$ cat src/gdd_pkg.sv
// Package for the Gregorian date difference block.
// Holds the field widths, the month tables and the per-date stage records.
// No dependencies.
package gdd_pkg;

   localparam int DAY_W    = 5;
   localparam int MONTH_W  = 4;
   localparam int YEAR_W   = 14;
   localparam int COUNT_W  = 22;
   localparam int DAYNUM_W = 23;
   localparam int DOY_W    = 9;
   localparam int CENT_W   = 8;
   localparam int YCMP_W   = 17;
   localparam int PROD_W   = 25;
   localparam int RECIP_SH = 17;

   // floor(q / 25) equals (q * RECIP_25) >> RECIP_SH for every q below 4096.
   localparam logic [12:0] RECIP_25 = 13'd5243;

   localparam logic [MONTH_W-1:0]  MONTH_JAN = 4'd1;
   localparam logic [MONTH_W-1:0]  MONTH_FEB = 4'd2;
   localparam logic [MONTH_W-1:0]  MONTH_DEC = 4'd12;
   localparam logic [DAY_W-1:0]    FEB_LEAP_DAY = 5'd29;
   localparam logic [COUNT_W-1:0]  COUNT_MAX = 22'h3F_FFFF;
   localparam logic [DAYNUM_W-1:0] DAYS_PER_YEAR = 23'd365;
   localparam logic [15:0]         YEARS_PER_CENT = 16'd100;

   typedef struct packed {
      logic [PROD_W-1:0] prod_p;   // (year-1)/4 times the reciprocal of 25
      logic [PROD_W-1:0] prod_y;   // year/4 times the reciprocal of 25
      logic [YEAR_W-1:0] prev_yr;  // year minus one
      logic [YEAR_W-1:0] yr;
      logic              base_ok;  // year and month nonzero and in range, day nonzero
      logic              fit;      // day fits the common-year month length
      logic              feb29;
      logic [DOY_W-1:0]  doy;      // days before the month plus day of month
      logic              late;     // month after February
   } s1_lane_type;

   typedef struct packed {
      logic [DAYNUM_W-1:0] nyear;  // days in all whole years before this one
      logic [DOY_W-1:0]    doy;
      logic                leap_add;
      logic                ok;
   } s2_lane_type;

   function automatic logic [DAY_W-1:0] month_days(input logic [MONTH_W-1:0] m);
      logic [DAY_W-1:0] len;
      case (m)
         4'd1, 4'd3, 4'd5, 4'd7, 4'd8, 4'd10, 4'd12: len = 5'd31;
         4'd4, 4'd6, 4'd9, 4'd11:                     len = 5'd30;
         4'd2:                                        len = 5'd28;
         default:                                     len = 5'd0;
      endcase
      return len;
   endfunction

   function automatic logic [DOY_W-1:0] days_before(input logic [MONTH_W-1:0] m);
      logic [DOY_W-1:0] n;
      case (m)
         4'd1:    n = 9'd0;
         4'd2:    n = 9'd31;
         4'd3:    n = 9'd59;
         4'd4:    n = 9'd90;
         4'd5:    n = 9'd120;
         4'd6:    n = 9'd151;
         4'd7:    n = 9'd181;
         4'd8:    n = 9'd212;
         4'd9:    n = 9'd243;
         4'd10:   n = 9'd273;
         4'd11:   n = 9'd304;
         4'd12:   n = 9'd334;
         default: n = 9'd0;
      endcase
      return n;
   endfunction

endpackage

$ cat src/gregorian_date_difference.sv
// rsp_valid rises once an accepted transaction has passed s1_ff, s2_ff and s3_num_ff into the output register.
// Throughput: one date pair per cycle while rsp_stall is low; the four register stages hold one pair each.
// rsp_stall holds the output and fills the stages behind it before req_stall rises.
// Reset (synchronous, active high) clears the stage valid bits only.
// Top level of the Gregorian date difference block; depends on gdd_pkg.
// Day numbers come from closed-form year, century and month sums per date.
module gregorian_date_difference #(
   parameter int MAX_YEAR = 9999
) (
   input  logic                         clock,
   input  logic                         reset,
   input  logic                         req_valid,
   output logic                         req_stall,
   input  logic [gdd_pkg::DAY_W-1:0]    req_first_day,
   input  logic [gdd_pkg::MONTH_W-1:0]  req_first_month,
   input  logic [gdd_pkg::YEAR_W-1:0]   req_first_year,
   input  logic [gdd_pkg::DAY_W-1:0]    req_second_day,
   input  logic [gdd_pkg::MONTH_W-1:0]  req_second_month,
   input  logic [gdd_pkg::YEAR_W-1:0]   req_second_year,
   output logic                         rsp_valid,
   input  logic                         rsp_stall,
   output logic [gdd_pkg::COUNT_W-1:0]  rsp_day_count,
   output logic                         rsp_dates_valid
);

   logic [gdd_pkg::DAY_W-1:0]   day   [2];
   logic [gdd_pkg::MONTH_W-1:0] month [2];
   logic [gdd_pkg::YEAR_W-1:0]  year  [2];

   gdd_pkg::s1_lane_type s1_in [2];
   gdd_pkg::s1_lane_type s1_ff [2];
   gdd_pkg::s2_lane_type s2_in [2];
   gdd_pkg::s2_lane_type s2_ff [2];
   logic [gdd_pkg::DAYNUM_W-1:0] s3_num_in [2];
   logic [gdd_pkg::DAYNUM_W-1:0] s3_num_ff [2];
   logic                         s3_ok_in;
   logic                         s3_ok_ff;
   logic [gdd_pkg::DAYNUM_W-1:0] diff;
   logic [gdd_pkg::COUNT_W-1:0]  rsp_day_count_in;
   logic [gdd_pkg::COUNT_W-1:0]  rsp_day_count_ff;
   logic                         rsp_dates_valid_ff;

   logic s1_v_ff, s2_v_ff, s3_v_ff, rsp_valid_ff;
   logic adv1, adv2, adv3, adv4;

   // A stage takes new contents when it is empty or its contents move on.
   assign adv4 = !rsp_valid_ff || !rsp_stall;
   assign adv3 = !s3_v_ff || adv4;
   assign adv2 = !s2_v_ff || adv3;
   assign adv1 = !s1_v_ff || adv2;
   assign req_stall = !adv1;

   assign day[0]   = req_first_day;
   assign month[0] = req_first_month;
   assign year[0]  = req_first_year;
   assign day[1]   = req_second_day;
   assign month[1] = req_second_month;
   assign year[1]  = req_second_year;

   // Stage 1: range checks, month tables, and the reciprocal products for /100.
   always_comb begin
      for (int i = 0; i < 2; i++) begin
         s1_in[i].yr      = year[i];
         s1_in[i].prev_yr = year[i] - gdd_pkg::YEAR_W'(1);
         s1_in[i].prod_p  = gdd_pkg::PROD_W'(s1_in[i].prev_yr[gdd_pkg::YEAR_W-1:2])
                            * gdd_pkg::PROD_W'(gdd_pkg::RECIP_25);
         s1_in[i].prod_y  = gdd_pkg::PROD_W'(year[i][gdd_pkg::YEAR_W-1:2])
                            * gdd_pkg::PROD_W'(gdd_pkg::RECIP_25);
         s1_in[i].base_ok = (year[i] != '0)
                            && (gdd_pkg::YCMP_W'(year[i]) <= gdd_pkg::YCMP_W'(MAX_YEAR))
                            && (month[i] >= gdd_pkg::MONTH_JAN)
                            && (month[i] <= gdd_pkg::MONTH_DEC)
                            && (day[i] != '0);
         s1_in[i].fit     = day[i] <= gdd_pkg::month_days(month[i]);
         s1_in[i].feb29   = (month[i] == gdd_pkg::MONTH_FEB)
                            && (day[i] == gdd_pkg::FEB_LEAP_DAY);
         s1_in[i].doy     = gdd_pkg::days_before(month[i]) + gdd_pkg::DOY_W'(day[i]);
         s1_in[i].late    = month[i] > gdd_pkg::MONTH_FEB;
      end
   end

   // Stage 2: centuries, the leap rule, and the days in all earlier years.
   always_comb begin
      for (int i = 0; i < 2; i++) begin
         logic [gdd_pkg::CENT_W-1:0] cent_p;
         logic [gdd_pkg::CENT_W-1:0] cent_y;
         logic                       by_cent;
         logic                       leap;
         cent_p  = s1_ff[i].prod_p[gdd_pkg::PROD_W-1:gdd_pkg::RECIP_SH];
         cent_y  = s1_ff[i].prod_y[gdd_pkg::PROD_W-1:gdd_pkg::RECIP_SH];
         by_cent = s1_ff[i].yr
                   == gdd_pkg::YEAR_W'(16'(cent_y) * gdd_pkg::YEARS_PER_CENT);
         leap    = (s1_ff[i].yr[1:0] == 2'b00) && (!by_cent || (cent_y[1:0] == 2'b00));
         s2_in[i].nyear    = gdd_pkg::DAYNUM_W'(s1_ff[i].prev_yr) * gdd_pkg::DAYS_PER_YEAR
                             + gdd_pkg::DAYNUM_W'(s1_ff[i].prev_yr[gdd_pkg::YEAR_W-1:2])
                             - gdd_pkg::DAYNUM_W'(cent_p)
                             + gdd_pkg::DAYNUM_W'(cent_p[gdd_pkg::CENT_W-1:2]);
         s2_in[i].doy      = s1_ff[i].doy;
         s2_in[i].leap_add = leap && s1_ff[i].late;
         s2_in[i].ok       = s1_ff[i].base_ok
                             && (s1_ff[i].fit || (s1_ff[i].feb29 && leap));
      end
   end

   // Stage 3: full day numbers.
   always_comb begin
      for (int i = 0; i < 2; i++) begin
         s3_num_in[i] = s2_ff[i].nyear + gdd_pkg::DAYNUM_W'(s2_ff[i].doy)
                        + gdd_pkg::DAYNUM_W'(s2_ff[i].leap_add);
      end
      s3_ok_in = s2_ff[0].ok && s2_ff[1].ok;
   end

   // Stage 4: absolute difference, saturated, forced to zero for a bad date.
   always_comb begin
      diff = (s3_num_ff[0] >= s3_num_ff[1]) ? (s3_num_ff[0] - s3_num_ff[1])
                                            : (s3_num_ff[1] - s3_num_ff[0]);
      if (!s3_ok_ff) begin
         rsp_day_count_in = '0;
      end else if (diff > gdd_pkg::DAYNUM_W'(gdd_pkg::COUNT_MAX)) begin
         rsp_day_count_in = gdd_pkg::COUNT_MAX;
      end else begin
         rsp_day_count_in = diff[gdd_pkg::COUNT_W-1:0];
      end
   end

   always_ff @(posedge clock) begin
      if (reset) begin
         s1_v_ff      <= 1'b0;
         s2_v_ff      <= 1'b0;
         s3_v_ff      <= 1'b0;
         rsp_valid_ff <= 1'b0;
      end else begin
         if (adv1) s1_v_ff      <= req_valid;
         if (adv2) s2_v_ff      <= s1_v_ff;
         if (adv3) s3_v_ff      <= s2_v_ff;
         if (adv4) rsp_valid_ff <= s3_v_ff;
      end
   end

   always_ff @(posedge clock) begin
      if (adv1) begin
         s1_ff <= s1_in;
      end
      if (adv2) begin
         s2_ff <= s2_in;
      end
      if (adv3) begin
         s3_num_ff <= s3_num_in;
         s3_ok_ff  <= s3_ok_in;
      end
      if (adv4) begin
         rsp_day_count_ff   <= rsp_day_count_in;
         rsp_dates_valid_ff <= s3_ok_ff;
      end
   end

   assign rsp_valid       = rsp_valid_ff;
   assign rsp_day_count   = rsp_day_count_ff;
   assign rsp_dates_valid = rsp_dates_valid_ff;

`ifndef SYNTHESIS
   a_invalid_zero: assert property (@(posedge clock) disable iff (reset)
      (rsp_valid && !rsp_dates_valid) |-> (rsp_day_count == '0))
      else $error("invalid date pair produced a nonzero count");

   a_full_stalls: assert property (@(posedge clock) disable iff (reset)
      (s1_v_ff && s2_v_ff && s3_v_ff && rsp_valid_ff && rsp_stall) |-> req_stall)
      else $error("full pipeline accepted a transaction");

   a_accept_enters: assert property (@(posedge clock) disable iff (reset)
      (req_valid && !req_stall) |=> s1_v_ff)
      else $error("accepted transaction did not enter the first stage");

   a_stall_holds_stage: assert property (@(posedge clock) disable iff (reset)
      (s3_v_ff && rsp_valid_ff && rsp_stall) |=> (s3_v_ff && $stable(s3_num_ff[0])))
      else $error("stage three changed while the output was stalled");
`endif

endmodule

$ cat config.mk
export PLATFORM = sky130hd
export DESIGN_NAME = gregorian_date_difference
export DESIGN_NICKNAME = d
export VERILOG_FILES = /design/src/gdd_pkg.sv /design/src/gregorian_date_difference.sv
export SDC_FILE = /design/constraint.sdc
export NUM_CORES = 2
export LEC_CHECK = 0
export BUFFER_PORTS_ARGS = -buffer_cell sky130_fd_sc_hd__buf_4
export CAP_MARGIN = 10
export CORE_AREA = 2 2 239 241
export CTS_CLUSTER_DIAMETER = 30
export DETAILED_ROUTE_END_ITERATION = 8
export DIE_AREA = 0 0 241 243
export GPL_ROUTABILITY_DRIVEN = 1
export GPL_TIMING_DRIVEN = 0
export HOLD_SLACK_MARGIN = 0.02
export PLACE_DENSITY_LB_ADDON = 0.2
export REMOVE_ABC_BUFFERS = 1
export SKIP_CTS_REPAIR_TIMING = 1
export SLEW_MARGIN = 20
export SYNTH_ARGS = -nofsm -noshare
export SYNTH_HDL_FRONTEND = slang
export SYNTH_SLANG_ARGS = --single-unit
$ cat constraint.sdc
create_clock -name clock -period 7.9 [get_ports clock]
set_input_delay 0.79 -clock clock [delete_from_list [all_inputs] [get_ports clock]]
set_output_delay 0.79 -clock clock [all_outputs]
set_load 0.1 [all_outputs]
# Word level (Yosys, flattened, before mapping)
# Memory sizes are Yosys's and may differ from the RTL's.
# Cells that the tools add are included.
# word_totals
reg_bits	324
latch_bits	0
ram_bits	0
rom_bits	448
in_bits	50
out_inout_bits	25
wordCells	126
mem_count	4
# op_classes
addsub	16
mul	8
n_div	0
n_lt_le_gt_ge	12
eq_ne	6
shift	0
n_mux	2
n_bitwise	0
n_reduce_logical	43
# mem_list
name	depth	word_bits	read_ports	rd_ports_with_merged_regs	write_ports	line	text
(no name shown)	16	9	1	0	0	gdd_pkg.sv:60	case (m)
(no name shown)	16	9	1	0	0	gdd_pkg.sv:60	
(no name shown)	16	5	1	0	0	gdd_pkg.sv:49	case (m)
(no name shown)	16	5	1	0	0	gdd_pkg.sv:49	
# ops
operator	n
$mul A12 B13 Y25 const B	4
$add A23 B1 Y23	2
$add A23 B12 Y23	2
$add A23 B6 Y23	2
$add A23 B9 Y23	2
$mul A14 B9 Y23 const B	2
$sub A23 B23 Y23	2
$sub A23 B8 Y23	2
$eq A14 B14 Y1	2
$le A14 B14 Y1 const B	2
$reduce_bool A14 Y1	2
$sub A14 B1 Y14 const B	2
$mul A8 B5 Y12 const B	2
$ge A23 B23 Y1	1
$gt A23 B22 Y1 const B	1
$mux W23	1
$mux W22	1
$logic_and A1 B1 Y1	19
$add A9 B5 Y9	2
$eq A5 B5 Y1 const B	2
$le A5 B5 Y1	2
$reduce_bool A5 Y1	2
$eq A4 B2 Y1 const B	2
$ge A4 B1 Y1 const B	2
5 further kinds	24

# Depth between registers and ports, before layout
# logic_depth
depth_word	8
mapped_depth	32
mapped_depth_nobuf	32

# Worst setup path after synthesis
# OpenSTA, ideal clock, no wires.
# synth_path
kind	input to register
start	input req_first_year[3] in the netlist's numbering
end	register s1_ff[181] in the netlist's numbering, data pin
setup_time_ns	0.260
t_arrival_ns	6.608
required_time_ns	7.640
path_slack_ns	1.032
cell_stages	28
path_buffers	0
cell_sequence	inv_1 > ha_1 > o31ai_1 > nand3_1 > or3_1 > a21boi_1 > o21ai_1 > xnor2_1 > ha_1 > inv_1 > ha_1 > xor2_1 > ha_1 > fa_1 > fa_1 > inv_1 > fa_1 > inv_1 > ha_1 > and4_1 > o2111ai_1 > a211oi_1 > o41a_1 > nor4_1 > nor3_1 > o31a_1 > nor2_1 > xnor2_1
# synth_rtl
item	line	text
from (decl)	gregorian_date_difference.sv:16	input logic [gdd_pkg::YEAR_W-1:0] req_first_year,
to (signal assigned)	gregorian_date_difference.sv:143	s1_ff <= s1_in;
to (decl)	gregorian_date_difference.sv:31	gdd_pkg::s1_lane_type s1_ff [2];

==> flow_metrics.tcl <==
set metrics [dict create \
    cp-end-kind "flip-flop" \
    final.fill_count 4426 \
    antenna_found_initial 3 \
    drv_cap 0 \
    ant_nets 0 \
    numCtsBuffers 56 \
    rows 87 \
    syn_inst 3177 \
    drive_gt1_share_pct 6.61 \
    port_buffers 74 \
    ys_seq_area_share_pct 23.0 \
    worstRegToRegCells 18 \
    cts-root-buf "clkbuf_16" \
    avgViaCountPerCell 5.39 \
    pre_cts_ws_ps -158 \
    start_kind "input pin" \
    drt-total-wl_microns 68200 \
    hold_depth 2 \
    critPathMaxStageDelay_ps 540 \
    dp.cells 3979 \
    area_growth_syn_to_layout_pct 10.1 \
    gp_congestion 0.916 \
    async_reset_ff_share_pct 0 \
    syn_avg_cell_area_sq_um 10.5 \
    clkTransAtPathRegs_ps 50 \
    fin_cells 4088 \
    cts_tree "done" \
    synth_ff_type "edfxtp_1" \
    vias 22100 \
    ys_types 82 \
    dr.first_iter.drc_count 980 \
    tightest_slew_ps 1040 \
    ys_seq_elements 256 \
    fmaxAchievable_mhz 138 \
    cts.sinks 256 \
    cts_max_path_buffers 3 \
    final_core_util_pct 65.4 \
    wl_per_cell_microns 16.7 \
    core_area_sq_um 56000 \
    htreeDepth 2 \
    worstPathArrival_ps 7610 \
    grt_max_degree 55 \
    hold_viol 0 \
    ioPinCount 75 \
    max_slew_margin_pct 30.8 \
    drt-pass1-iter-count 5 \
    r2r_end "s2_ff[66]" \
    skew_ps 30.0 \
    period_needed_ps 7270 \
    dieArea_sq_um 58600 \
    drv_slew 0 \
    drc 0 \
    critPathMostFrequentCell "inv_1" \
    outcome "complete, no violations" \
    rsz0062_at_grt "false" \
    critPathRequiredTime_ps 8240 \
    r2r-start "s1_ff[124]" \
    crit_type "input pin to flip-flop" \
    grt_pass1_wl_microns 115000 \
    die_w_microns 241 \
    groute.usage.overall_pct 24.5 \
    start_util_pct 59.4 \
    holdPathEnd "s3_v_ff" \
    hp-class "input pin to flip-flop" \
    die_height_microns 243 \
    regToRegSetupSlack_ps 2180 \
    grt.overflow.total 0 \
    setup_viol 0 \
    synthesis.area_sq_um 33200 \
    nNetsFinal 4357 \
    layout_setup_ws_ps 633 \
    clk_latency_ps 600 \
    ys.warnings.count 0 \
    hp-start "reset" \
    worst_path_max_delay_cell "fa_1" \
    min_period_over_period_pct 92.0 \
    cp_max_fo 7 \
    grt_pass1_vias 23700 \
    hpwlAfterDp_microns 57400 \
    synth_edf_count 252 \
]
metal layers:
metal / GRT usage (%) / up-vias / part of all wire (%)
met5: 0 / - / 0
met4: 7.57 / 0 / 2.6
met3: 2.98 / 118 / 3.4
met2: 43.3 / 401 / 50
met1: 31.2 / 10800 / 44
li1: - / 10700 / -
sequential cells by signal (all words and copies together) (netlist names):
name             cells
s1_ff              114
s2_ff               68
s3_num_ff           46
rsp_day_count       22
rsp_dates_valid      1
rsp_valid            1
s1_v_ff              1
s2_v_ff              1
s3_ok_ff             1
s3_v_ff              1
through the flow:
stage	setup TNS, ps	hold WS, ps	instance area [sq um]
final	0	397	36600
after global routing	0	383	36600
after CTS	0	367	36600
after detailed placement	-198	405	34600
after global placement	-28.5	404	34500
after floorplan	0	400	33000
cell usage after synthesis (7+ instances only):
cell	n	area (sq um)
a21o_1	53	398
nand2b_1	17	106
ha_1	678	8480
nor2b_1	23	144
nor3_1	24	120
xnor2_1	168	1470
and3_1	23	144
buf_2	7	35.0
o21a_1	19	143
o21ai_0	81	405
nor2_1	100	375
xor2_1	42	368
a21oi_1	155	776
nand3_1	61	305
o211ai_1	9	67.6
or2_2	9	56.3
mux2i_1	16	160
edfxtp_1	252	7570
o31ai_1	8	60.1
buf_6	8	90.1
inv_1	765	2870
a31oi_1	20	125
o21bai_1	15	113
fa_1	348	6970
clkbuf_1	8	30.0
and2_1	9	56.3
nor4_1	12	75.1
nand4_1	22	138
a211oi_1	12	90.1
nand2_1	98	368
layout make-up:
type	instances	area, sq um	area share (%)
clock inverters	42	462	1.26
repair buffers	78	658	1.80
clock buffers	64	1450	3.97
inverters	766	2880	7.86
diodes	3	7.51	0.0205
multi-input cells	2123	22500	61.6
well taps	756	946	2.59
flip-flops and latches	256	7650	20.9
critical path, delay by kind of cell:
family          cells  cell delay [ps]
simple gates        8             1240
buf+inv             8              670
compound gates      6             1350
xor+xnor            3              670
fa+ha+maj           8             2870
kinds of logic (layout without fill, tap and decap cells):
kind of cell | Yosys count | in the layout | share of synthesized area (%)
xor+xnor | 212 | 212 | 5.63
compound gates | 443 | 443 | 8.55
flops | 256 | 256 | 23.0
mux | 21 | 21 | 0.730
buf+inv | 798 | 950 | 9.29
other cells | 0 | 3 | 0
simple gates | 421 | 421 | 6.29
fa+ha+maj | 1026 | 1026 | 46.5
worst max-delay path by stage:
stage / slack, ps / from / cells after the start / end
after global placement: -30 / req_first_year[3] / 33 / s1_ff[181]
after global routing: 110 / req_first_year[3] / 33 / s1_ff[181]
after detailed placement: -160 / req_first_year[3] / 33 / s1_ff[181]
final: 630 / req_first_year[3] / 33 / s1_ff[181]
after CTS: 490 / req_first_year[3] / 33 / s1_ff[181]
after floorplan: 1030 / req_first_year[3] / 28 / s1_ff[181]
placed cells by master (no fill, tap or decap), types with 16 or more instances in the layout:
cell type	synthesis	layout
a21oi_1	155	155
o21ai_0	81	81
nand2_1	98	97
nand3_1	61	60
xnor2_1	168	167
a31oi_1	20	20
buf_4	6	74
nor3_1	24	24
nor2_1	100	100
nand4_1	22	22
xor2_1	42	42
o21a_1	19	19
mux2i_1	16	16
and3_1	23	23
ha_1	678	678
edfxtp_1	252	252
nor2b_1	23	23
nand2b_1	17	17
a21o_1	53	53
inv_1	765	764
fa_1	348	348
clkbuf_16	0	56
Power is not shown: default switching activity piles up to over one toggle a cycle in this logic, so the estimate is an artifact.
